**config.mk**
```make
export PLATFORM = sky130hd
export DESIGN_NAME = cht_ctrl
export DESIGN_NICKNAME = d
export VERILOG_FILES = /design/src/design/cht_pkg.sv /design/src/design/cht_ctrl.sv
export SDC_FILE = /design/constraint.sdc
export NUM_CORES = 1
export LEC_CHECK = 0
export ABC_AREA = 1
export BUFFER_PORTS_ARGS = -buffer_cell sky130_fd_sc_hd__buf_4
export CORE_AREA = 2 2 39 41
export DETAILED_ROUTE_END_ITERATION = 8
export DIE_AREA = 0 0 41 43
export PLACE_DENSITY = 0.44
export RECOVER_POWER = 100
export SETUP_SLACK_MARGIN = 0.05
export SKIP_LAST_GASP = 1
export SYNTH_ARGS = -nofsm -noshare
export SYNTH_HDL_FRONTEND = slang
export SYNTH_SLANG_ARGS = --single-unit
```
**constraint.sdc**
```tcl
create_clock -name i_clk -period 2.38 [get_ports i_clk]
set_input_delay 0.238 -clock i_clk [delete_from_list [all_inputs] [get_ports i_clk]]
set_output_delay 0.238 -clock i_clk [all_outputs]
set_load 0.005 [all_outputs]
```
**src/design/cht_pkg.sv**
```systemverilog
// cht_pkg: shared types, field widths, mode and status codes for the
// canonical huffman code table core; no dependencies
package cht_pkg;

    localparam int MAX_CODE_LEN = 16;
    localparam int SYMBOL_BITS  = 8;

    localparam int MODE_W = 3;
    localparam int LEN_W  = 5;
    localparam int CNT_W  = 9;
    localparam int SYM_W  = 8;
    localparam int CODE_W = 16;
    localparam int STAT_W = 2;

    typedef enum logic [MODE_W-1:0] {
        MODE_CLEAR = 3'd0,
        MODE_LOAD  = 3'd1,
        MODE_ADD   = 3'd2,
        MODE_ENC   = 3'd3,
        MODE_DEC   = 3'd4
    } t_mode;

    localparam logic [STAT_W-1:0] STATUS_OK       = 2'd0;
    localparam logic [STAT_W-1:0] STATUS_TOO_MANY = 2'd1;
    localparam logic [STAT_W-1:0] STATUS_OVERFLOW = 2'd2;

    typedef struct packed {
        logic [MODE_W-1:0] mode;
        logic [LEN_W-1:0]  length;
        logic [CNT_W-1:0]  count;
        logic [SYM_W-1:0]  symbol;
        logic [CODE_W-1:0] code;
    } t_in_item;

    typedef struct packed {
        logic [CODE_W-1:0] code_out;
        logic [LEN_W-1:0]  length_out;
        logic [SYM_W-1:0]  symbol_out;
        logic              found;
        logic [STAT_W-1:0] status;
    } t_out_item;

    typedef enum logic [2:0] {
        ST_CLEAR,
        ST_IDLE,
        ST_EXEC,
        ST_ADD,
        ST_READ
    } t_state;

    typedef struct packed {
        logic capture;
        logic clr_step;
        logic exec;
        logic add_commit;
        logic read_done;
    } t_dp_cmd;

    typedef struct packed {
        logic [MODE_W-1:0] mode;
        logic              out_busy;
        logic              clr_last;
    } t_dp_status;

endpackage

```
**src/design/cht_ctrl.sv**
```systemverilog
// cht_ctrl: sequencer for the code table core, issues datapath commands
// depends on cht_pkg
module cht_ctrl (
    input  logic                i_clk,
    input  logic                i_rst_n,
    input  logic                i_in_valid,
    output logic                o_in_stall,
    input  cht_pkg::t_dp_status i_status,
    output cht_pkg::t_dp_cmd    o_cmd
);

    cht_pkg::t_state r_state;
    cht_pkg::t_state n_state;

    always_ff @(posedge i_clk) begin
        if (!i_rst_n) begin
            r_state <= cht_pkg::ST_CLEAR;
        end else begin
            r_state <= n_state;
        end
    end

    // next state
    always_comb begin
        n_state = r_state;
        unique case (r_state)
            cht_pkg::ST_CLEAR: begin
                if (i_status.clr_last) begin
                    n_state = cht_pkg::ST_IDLE;
                end
            end
            cht_pkg::ST_IDLE: begin
                if (i_in_valid) begin
                    n_state = cht_pkg::ST_EXEC;
                end
            end
            cht_pkg::ST_EXEC: begin
                if (!i_status.out_busy) begin
                    unique case (i_status.mode)
                        cht_pkg::MODE_CLEAR: n_state = cht_pkg::ST_CLEAR;
                        cht_pkg::MODE_ADD:   n_state = cht_pkg::ST_ADD;
                        cht_pkg::MODE_ENC:   n_state = cht_pkg::ST_READ;
                        cht_pkg::MODE_DEC:   n_state = cht_pkg::ST_READ;
                        default:             n_state = cht_pkg::ST_IDLE;
                    endcase
                end
            end
            cht_pkg::ST_ADD, cht_pkg::ST_READ: begin
                if (!i_status.out_busy) begin
                    n_state = cht_pkg::ST_IDLE;
                end
            end
            default: n_state = cht_pkg::ST_CLEAR;
        endcase
    end

    // outputs
    always_comb begin
        o_cmd      = '0;
        o_in_stall = 1'b1;
        unique case (r_state)
            cht_pkg::ST_CLEAR: begin
                o_cmd.clr_step = 1'b1;
            end
            cht_pkg::ST_IDLE: begin
                o_in_stall    = 1'b0;
                o_cmd.capture = i_in_valid;
            end
            cht_pkg::ST_EXEC: begin
                o_cmd.exec = !i_status.out_busy;
            end
            cht_pkg::ST_ADD: begin
                o_cmd.add_commit = !i_status.out_busy;
            end
            cht_pkg::ST_READ: begin
                o_cmd.read_done = !i_status.out_busy;
            end
            default: begin
                o_cmd = '0;
            end
        endcase
    end

endmodule

```
# Word level (Yosys, flattened, before mapping)

Index checks and enable logic that the tools add are counted.

Register bits: 3
Bits of input ports: 8
Output and inout port bits: 6
Logic and storage cells: 30

Equality and inequality tests: 11
Muxes and demuxes: 12
Reduce and logical (&&, ||, !) cells: 6

Operator list:

| kind                                                | number |
|---|---|
| equality test 3 x 2 -> 1 bit, second input constant | 4 |
| 2-to-1 mux 3 bit                                    | 4 |
| case mux 3 bit (4 select lines)                     | 1 |
| case mux 3 bit (3 select lines)                     | 1 |
| != test 2 bit, second input constant                | 4 |
| equality test 3 bit, second input constant          | 2 |
| zero test 3 bit                                     | 2 |
| 2-to-1 mux 1 bit                                    | 6 |
| AND reduction 4 bit                                 | 1 |
| OR reduction 2 bit                                  | 2 |
| equality test 3 x 1 -> 1 bit, second input constant | 1 |
| zero test 1 bit                                     | 1 |

# Depth between registers and ports, before layout

Depth in word-level cells: 5
Depth in mapped cells: 8

# Worst setup path after synthesis

No wires, ideal clock.

Kind: reg2reg
Start: register r_state[1]
End: register r_state[1]
Path buffers: 0
Arrival: 0.900 ns
Slack: 1.366 ns
Cell stages (with the launch flop): 9
Library setup time: 0.114 ns
Data required time: 2.266 ns
Cells stage by stage: dfxtp_1 -> nor2_2 -> nand2_2 -> nand2_1 -> nand2_2 -> nand3_2 -> nand2_1 -> nand2_1 -> nor2_2

Cells in the longest elaborated chain, start to end: 4

Ends and longest elaborated chain:

| element                                                             | line           | text |
|---|---|---|
| start, declared                                                     | cht_ctrl.sv:12 | `cht_pkg::t_state r_state;` |
| start signal, assigned                                              | cht_ctrl.sv:17 | `r_state <= cht_pkg::ST_CLEAR;` |
| start signal, assigned                                              | cht_ctrl.sv:19 | `r_state <= n_state;` |
| equality test 3 bit or equality test 3 x 2 -> 1 bit (tied branches) | cht_ctrl.sv:26 | `unique case (r_state)` |
| OR reduction 2 bit                                                  | cht_ctrl.sv:26 |  |
| != test 2 bit (no source line)                                      | n/a            |  |
| AND reduction 4 bit (no source line)                                | n/a            |  |

Parallel ways exist; a longest one is shown, timed or not.
A chain may end at the register's enable or synchronous reset.

==> flow_summary.html <==
<table>
<tr><th>Metric</th><th>Value</th></tr>
<tr><th colspan="2">Outcome</th></tr>
<tr><td>Outcome</td><td>finished clean</td></tr>
<tr><th colspan="2">STA</th></tr>
<tr><td>RSZ-0062 raised after global routing</td><td>false</td></tr>
<tr><td>Max_slew headroom</td><td>0.810</td></tr>
<tr><td>Worst Clk Skew</td><td>0.856 ps</td></tr>
<tr><td>Fin crit share</td><td>0.628</td></tr>
<tr><td>Shortest period the worst path allows</td><td>1500 ps</td></tr>
<tr><td>Highest achievable clock rate</td><td>669 MHz</td></tr>
<tr><td>Worst Hold Margin</td><td>251 ps</td></tr>
<tr><td>Actual slew at the worst max-slew pin</td><td>284 ps</td></tr>
<tr><td>Final-report hold violation count</td><td>0</td></tr>
<tr><td>Number of endpoints failing setup at the final stage</td><td>0</td></tr>
<tr><td>Final count of pins violating max slew</td><td>0</td></tr>
<tr><td>Final total negative setup slack</td><td>0 ps</td></tr>
<tr><th colspan="2">Global routing</th></tr>
<tr><td>GR Layer Usage met2</td><td>0.159</td></tr>
<tr><td>Grt peak-use layer</td><td>met2</td></tr>
<tr><td>Wire length of the first global-routing pass</td><td>1220 µm</td></tr>
<tr><td>Vias in the first global route</td><td>327</td></tr>
<tr><td>Number of antenna violations at the first check in global routing</td><td>0</td></tr>
<tr><td>Met1 capacity usage during global routing</td><td>0.115</td></tr>
<tr><td>Global-route congestion overflow total</td><td>0</td></tr>
<tr><td>Met3 track utilization from global routing</td><td>0.0471</td></tr>
<tr><td>Largest net degree at the start of global routing</td><td>6</td></tr>
<tr><td>All-layer global routing usage</td><td>0.102</td></tr>
<tr><th colspan="2">Die</th></tr>
<tr><td>Starting Density</td><td>0.220</td></tr>
<tr><td>Die area</td><td>1760 µm²</td></tr>
<tr><td>Core region area</td><td>1380 µm²</td></tr>
<tr><td>FP Rows</td><td>14</td></tr>
<tr><td>Number of ports placed on the die boundary</td><td>14</td></tr>
<tr><td>Die outline width</td><td>41 µm</td></tr>
<tr><td>Vertical extent of the die</td><td>43 µm</td></tr>
<tr><th colspan="2">Clock network</th></tr>
<tr><td># clock sinks</td><td>3</td></tr>
<tr><td>H-tree depth reported by CTS</td><td>1</td></tr>
<tr><td>Max clock buf depth</td><td>2</td></tr>
<tr><td>Hold_buf cts</td><td>0</td></tr>
<tr><td>CTS root buffer</td><td>sky130_fd_sc_hd__clkbuf_4</td></tr>
<tr><td>Number of gates given a new drive strength after cts</td><td>0</td></tr>
<tr><td>Setup Buffers After CTS</td><td>0</td></tr>
<tr><td>TritonCTS Buffers</td><td>3</td></tr>
<tr><td>TritonCTS clock tree</td><td>yes</td></tr>
<tr><td>Worst skew pair latency</td><td>230 ps</td></tr>
<tr><td>Clock slew at reported path FFs</td><td>30 ps</td></tr>
<tr><th colspan="2">Drt</th></tr>
<tr><td>Wirelength per Cell</td><td>8.21 µm</td></tr>
<tr><td>Average vias per placed instance</td><td>4.24</td></tr>
<tr><td>Antenna-violating nets left</td><td>0</td></tr>
<tr><td>DRC errors left</td><td>0</td></tr>
<tr><td>Aggregate routed wire length</td><td>706 µm</td></tr>
<tr><td>Router iterations before antenna repair</td><td>3</td></tr>
<tr><td>Vias</td><td>365</td></tr>
<tr><td>Initial detailed-routing violation count</td><td>5</td></tr>
<tr><th colspan="2">Worst setup path</th></tr>
<tr><td>Worst Path Arrival</td><td>1260 ps</td></tr>
<tr><td>Flop2flop setup slack</td><td>1160 ps</td></tr>
<tr><td>Cell depth of the worst flop-to-flop path</td><td>8</td></tr>
<tr><td>Critical Path Source</td><td>r_state[2]$_SDFFE_PN0P_</td></tr>
<tr><td>Max FO, Critical Path</td><td>4</td></tr>
<tr><td>Kind of start point of the critical path</td><td>flop</td></tr>
<tr><td>Req. time, crit path</td><td>2140 ps</td></tr>
<tr><td>Worst reg2reg endpoint</td><td>r_state[1]$_SDFFE_PN0P_</td></tr>
<tr><td>Crit Path Category</td><td>flop to primary output</td></tr>
<tr><td>Worst R2R Start</td><td>r_state[1]$_SDFFE_PN0P_</td></tr>
<tr><td>Crit end category</td><td>primary output</td></tr>
<tr><th colspan="2">Layout</th></tr>
<tr><td>Post-layout net count</td><td>79</td></tr>
<tr><td>Flip-flop count of the largest register after layout</td><td>3</td></tr>
<tr><td>N_diodes</td><td>0</td></tr>
<tr><td>Reg area</td><td>60.1 µm²</td></tr>
<tr><td>Top flop regs</td><td>r_state x3</td></tr>
<tr><td>Fill cell total of the finished layout</td><td>159</td></tr>
<tr><td>Final core utilization</td><td>0.315</td></tr>
<tr><td>Layout cells sized above 1</td><td>0.329</td></tr>
<tr><td>Register name with the most flops</td><td>r_state</td></tr>
<tr><td>Area occupied by multi-input gates</td><td>201 µm²</td></tr>
<tr><td>Area added between synthesis and finish</td><td>43.2%</td></tr>
<tr><td>Non-filler cells in the finished layout</td><td>86</td></tr>
<tr><th colspan="2">Synth</th></tr>
<tr><td>Gate count after technology mapping</td><td>53</td></tr>
<tr><td>Avg Cell Area, Syn</td><td>5.74 µm²</td></tr>
<tr><td>Top cells by area in the synthesized netlist</td><td>sky130_fd_sc_hd__dfxtp_1 20%, sky130_fd_sc_hd__nand2_1 17%, sky130_fd_sc_hd__nor2_1 11%</td></tr>
<tr><td>Fraction of registers with async set/reset</td><td>0</td></tr>
<tr><td>Biggest area consumer among synthesized cells</td><td>sky130_fd_sc_hd__dfxtp_1</td></tr>
<tr><td>Total of flip-flops plus latches after synthesis</td><td>3</td></tr>
<tr><td>Cell Area, Synth</td><td>304 µm²</td></tr>
<tr><td>Most used flip-flop cell after synthesis</td><td>sky130_fd_sc_hd__dfxtp_1</td></tr>
<tr><td>Synthesized net count</td><td>61</td></tr>
<tr><td>Synth cell types</td><td>15</td></tr>
<tr><td>Share of the synthesized area in the top cell type</td><td>0.198</td></tr>
<tr><td>Ys Warns</td><td>0</td></tr>
<tr><td>Share of the yosys chip area belonging to registers</td><td>0.198</td></tr>
<tr><td>Post-synth EDFFs</td><td>0</td></tr>
<tr><th colspan="2">Placement</th></tr>
<tr><td>Port-buffer cells</td><td>13</td></tr>
<tr><td>Routability-driven placement congestion ratio</td><td>0.683</td></tr>
<tr><td>HPWL after detailed placement</td><td>606 µm</td></tr>
<tr><td>Cell total after placement</td><td>82</td></tr>
<tr><th colspan="2">Power and ir drop</th></tr>
<tr><td>Cell Pwr Density</td><td>1010 nW/µm²</td></tr>
<tr><td>Worst VDD drop</td><td>0.416 mV</td></tr>
<tr><td>Total design power</td><td>0.000439 W</td></tr>
<tr><td>P_leak</td><td>0.221 nW</td></tr>
<tr><th colspan="2">Min path</th></tr>
<tr><td>HP Start</td><td>i_rst_n</td></tr>
<tr><td>Hold Crit Endpoint</td><td>r_state[0]$_SDFFE_PN0P_</td></tr>
<tr><td>Type of the tightest min-delay check</td><td>input port to flop</td></tr>
<tr><td>Count of cells along the worst hold path</td><td>3</td></tr>
<tr><th colspan="2">Run</th></tr>
<tr><td>MaxCap Viol Count</td><td>0</td></tr>
</table>
## cells in the final DEF (no fill, tap or decap)
cell type / n
sky130_fd_sc_hd__a21oi_2: 1
sky130_fd_sc_hd__buf_4: 11
sky130_fd_sc_hd__clkbuf_1: 1
sky130_fd_sc_hd__clkbuf_4: 5
sky130_fd_sc_hd__dfxtp_1: 3
sky130_fd_sc_hd__inv_1: 7
sky130_fd_sc_hd__inv_2: 1
sky130_fd_sc_hd__nand2_1: 15
sky130_fd_sc_hd__nand2_2: 2
sky130_fd_sc_hd__nand3_1: 3
sky130_fd_sc_hd__nand3_2: 1
sky130_fd_sc_hd__nand3b_1: 2
sky130_fd_sc_hd__nor2_1: 11
sky130_fd_sc_hd__nor2_2: 1
sky130_fd_sc_hd__nor2_4: 1
sky130_fd_sc_hd__nor3_1: 2
sky130_fd_sc_hd__o21ai_0: 2
sky130_fd_sc_hd__o21ai_1: 1
## cells by family (layout without fill, tap and decap cells)
group                  after synthesis  after routing  share of synthesized area
and+or+nand+nor                     38             38                      0.626
buffers and inverters                8             25                     0.0988
AOI/OAI and AO/OA                    4              4                     0.0782
DFF                                  3              3                      0.198
## worst max-delay path by stage
stage	slack, ps	depth (start not counted)	endpoint
floorplan	1370	8	r_state[1]$_SDFFE_PN0P_
global placement	1190	5	o_cmd[2]
detailed placement	1220	5	o_cmd[2]
CTS	970	5	o_cmd[2]
global route	730	6	o_cmd[2]
finish	880	6	o_cmd[2]
## per-layer routing
| metal | vias to the layer above | part of all wire |
|---|---|---|
| met3 | 0 | 0.048 |
| met1 | 158 | 0.47 |
| li1 | 199 | - |
| met5 | - | 0 |
| met4 | 0 | 0 |
| met2 | 8 | 0.48 |
## stage by stage
step                      area (µm²)  setup WS [ps]
after floorplan                  304           1370
after global placement           422           1190
after detailed placement         422           1220
after CTS                        448            969
after global routing             435            734
final                            435            885
## synth_stat cells (2+ instances only)
master                     number
sky130_fd_sc_hd__nand2_1       14
sky130_fd_sc_hd__nor2_1         9
sky130_fd_sc_hd__inv_1          5
sky130_fd_sc_hd__dfxtp_1        3
sky130_fd_sc_hd__inv_2          3
sky130_fd_sc_hd__nand2_2        3
sky130_fd_sc_hd__nor2_2         3
sky130_fd_sc_hd__nand3_1        2
sky130_fd_sc_hd__nand3_2        2
sky130_fd_sc_hd__nand3b_1       2
sky130_fd_sc_hd__nor3_1         2
sky130_fd_sc_hd__o21ai_0        2
## layout make-up
| cell class | instances | share of cell area |
|---|---|---|
| timing repair buffer | 13 | 0.224 |
| inverter | 8 | 0.0690 |
| tap | 16 | 0.0460 |
| clock buffer | 4 | 0.0603 |
| multi-input combinational | 42 | 0.463 |
| sequential | 3 | 0.138 |
## where the power goes
| group | internal (W) | total, W | leakage [nW] | switching (W) |
|---|---|---|---|---|
| Combinational | 0.000111 | 0.000266 | 0.181 | 0.000155 |
| Sequential | 0.0000688 | 0.0000865 | 0.0247 | 0.0000176 |
| Clock | 0.0000626 | 0.0000861 | 0.0150 | 0.0000235 |
| Total | 0.000243 | 0.000439 | 0.221 | 0.000196 |
## critical path, stage by stage (launching register included)
cell and delay (ps):
sky130_fd_sc_hd__dfxtp_1 330, sky130_fd_sc_hd__inv_1 110, sky130_fd_sc_hd__nand2_1 120, sky130_fd_sc_hd__nor2_1 190
sky130_fd_sc_hd__inv_2 90, sky130_fd_sc_hd__nor2_1 90, sky130_fd_sc_hd__buf_4 110
(Power assumes the default switching activity.)
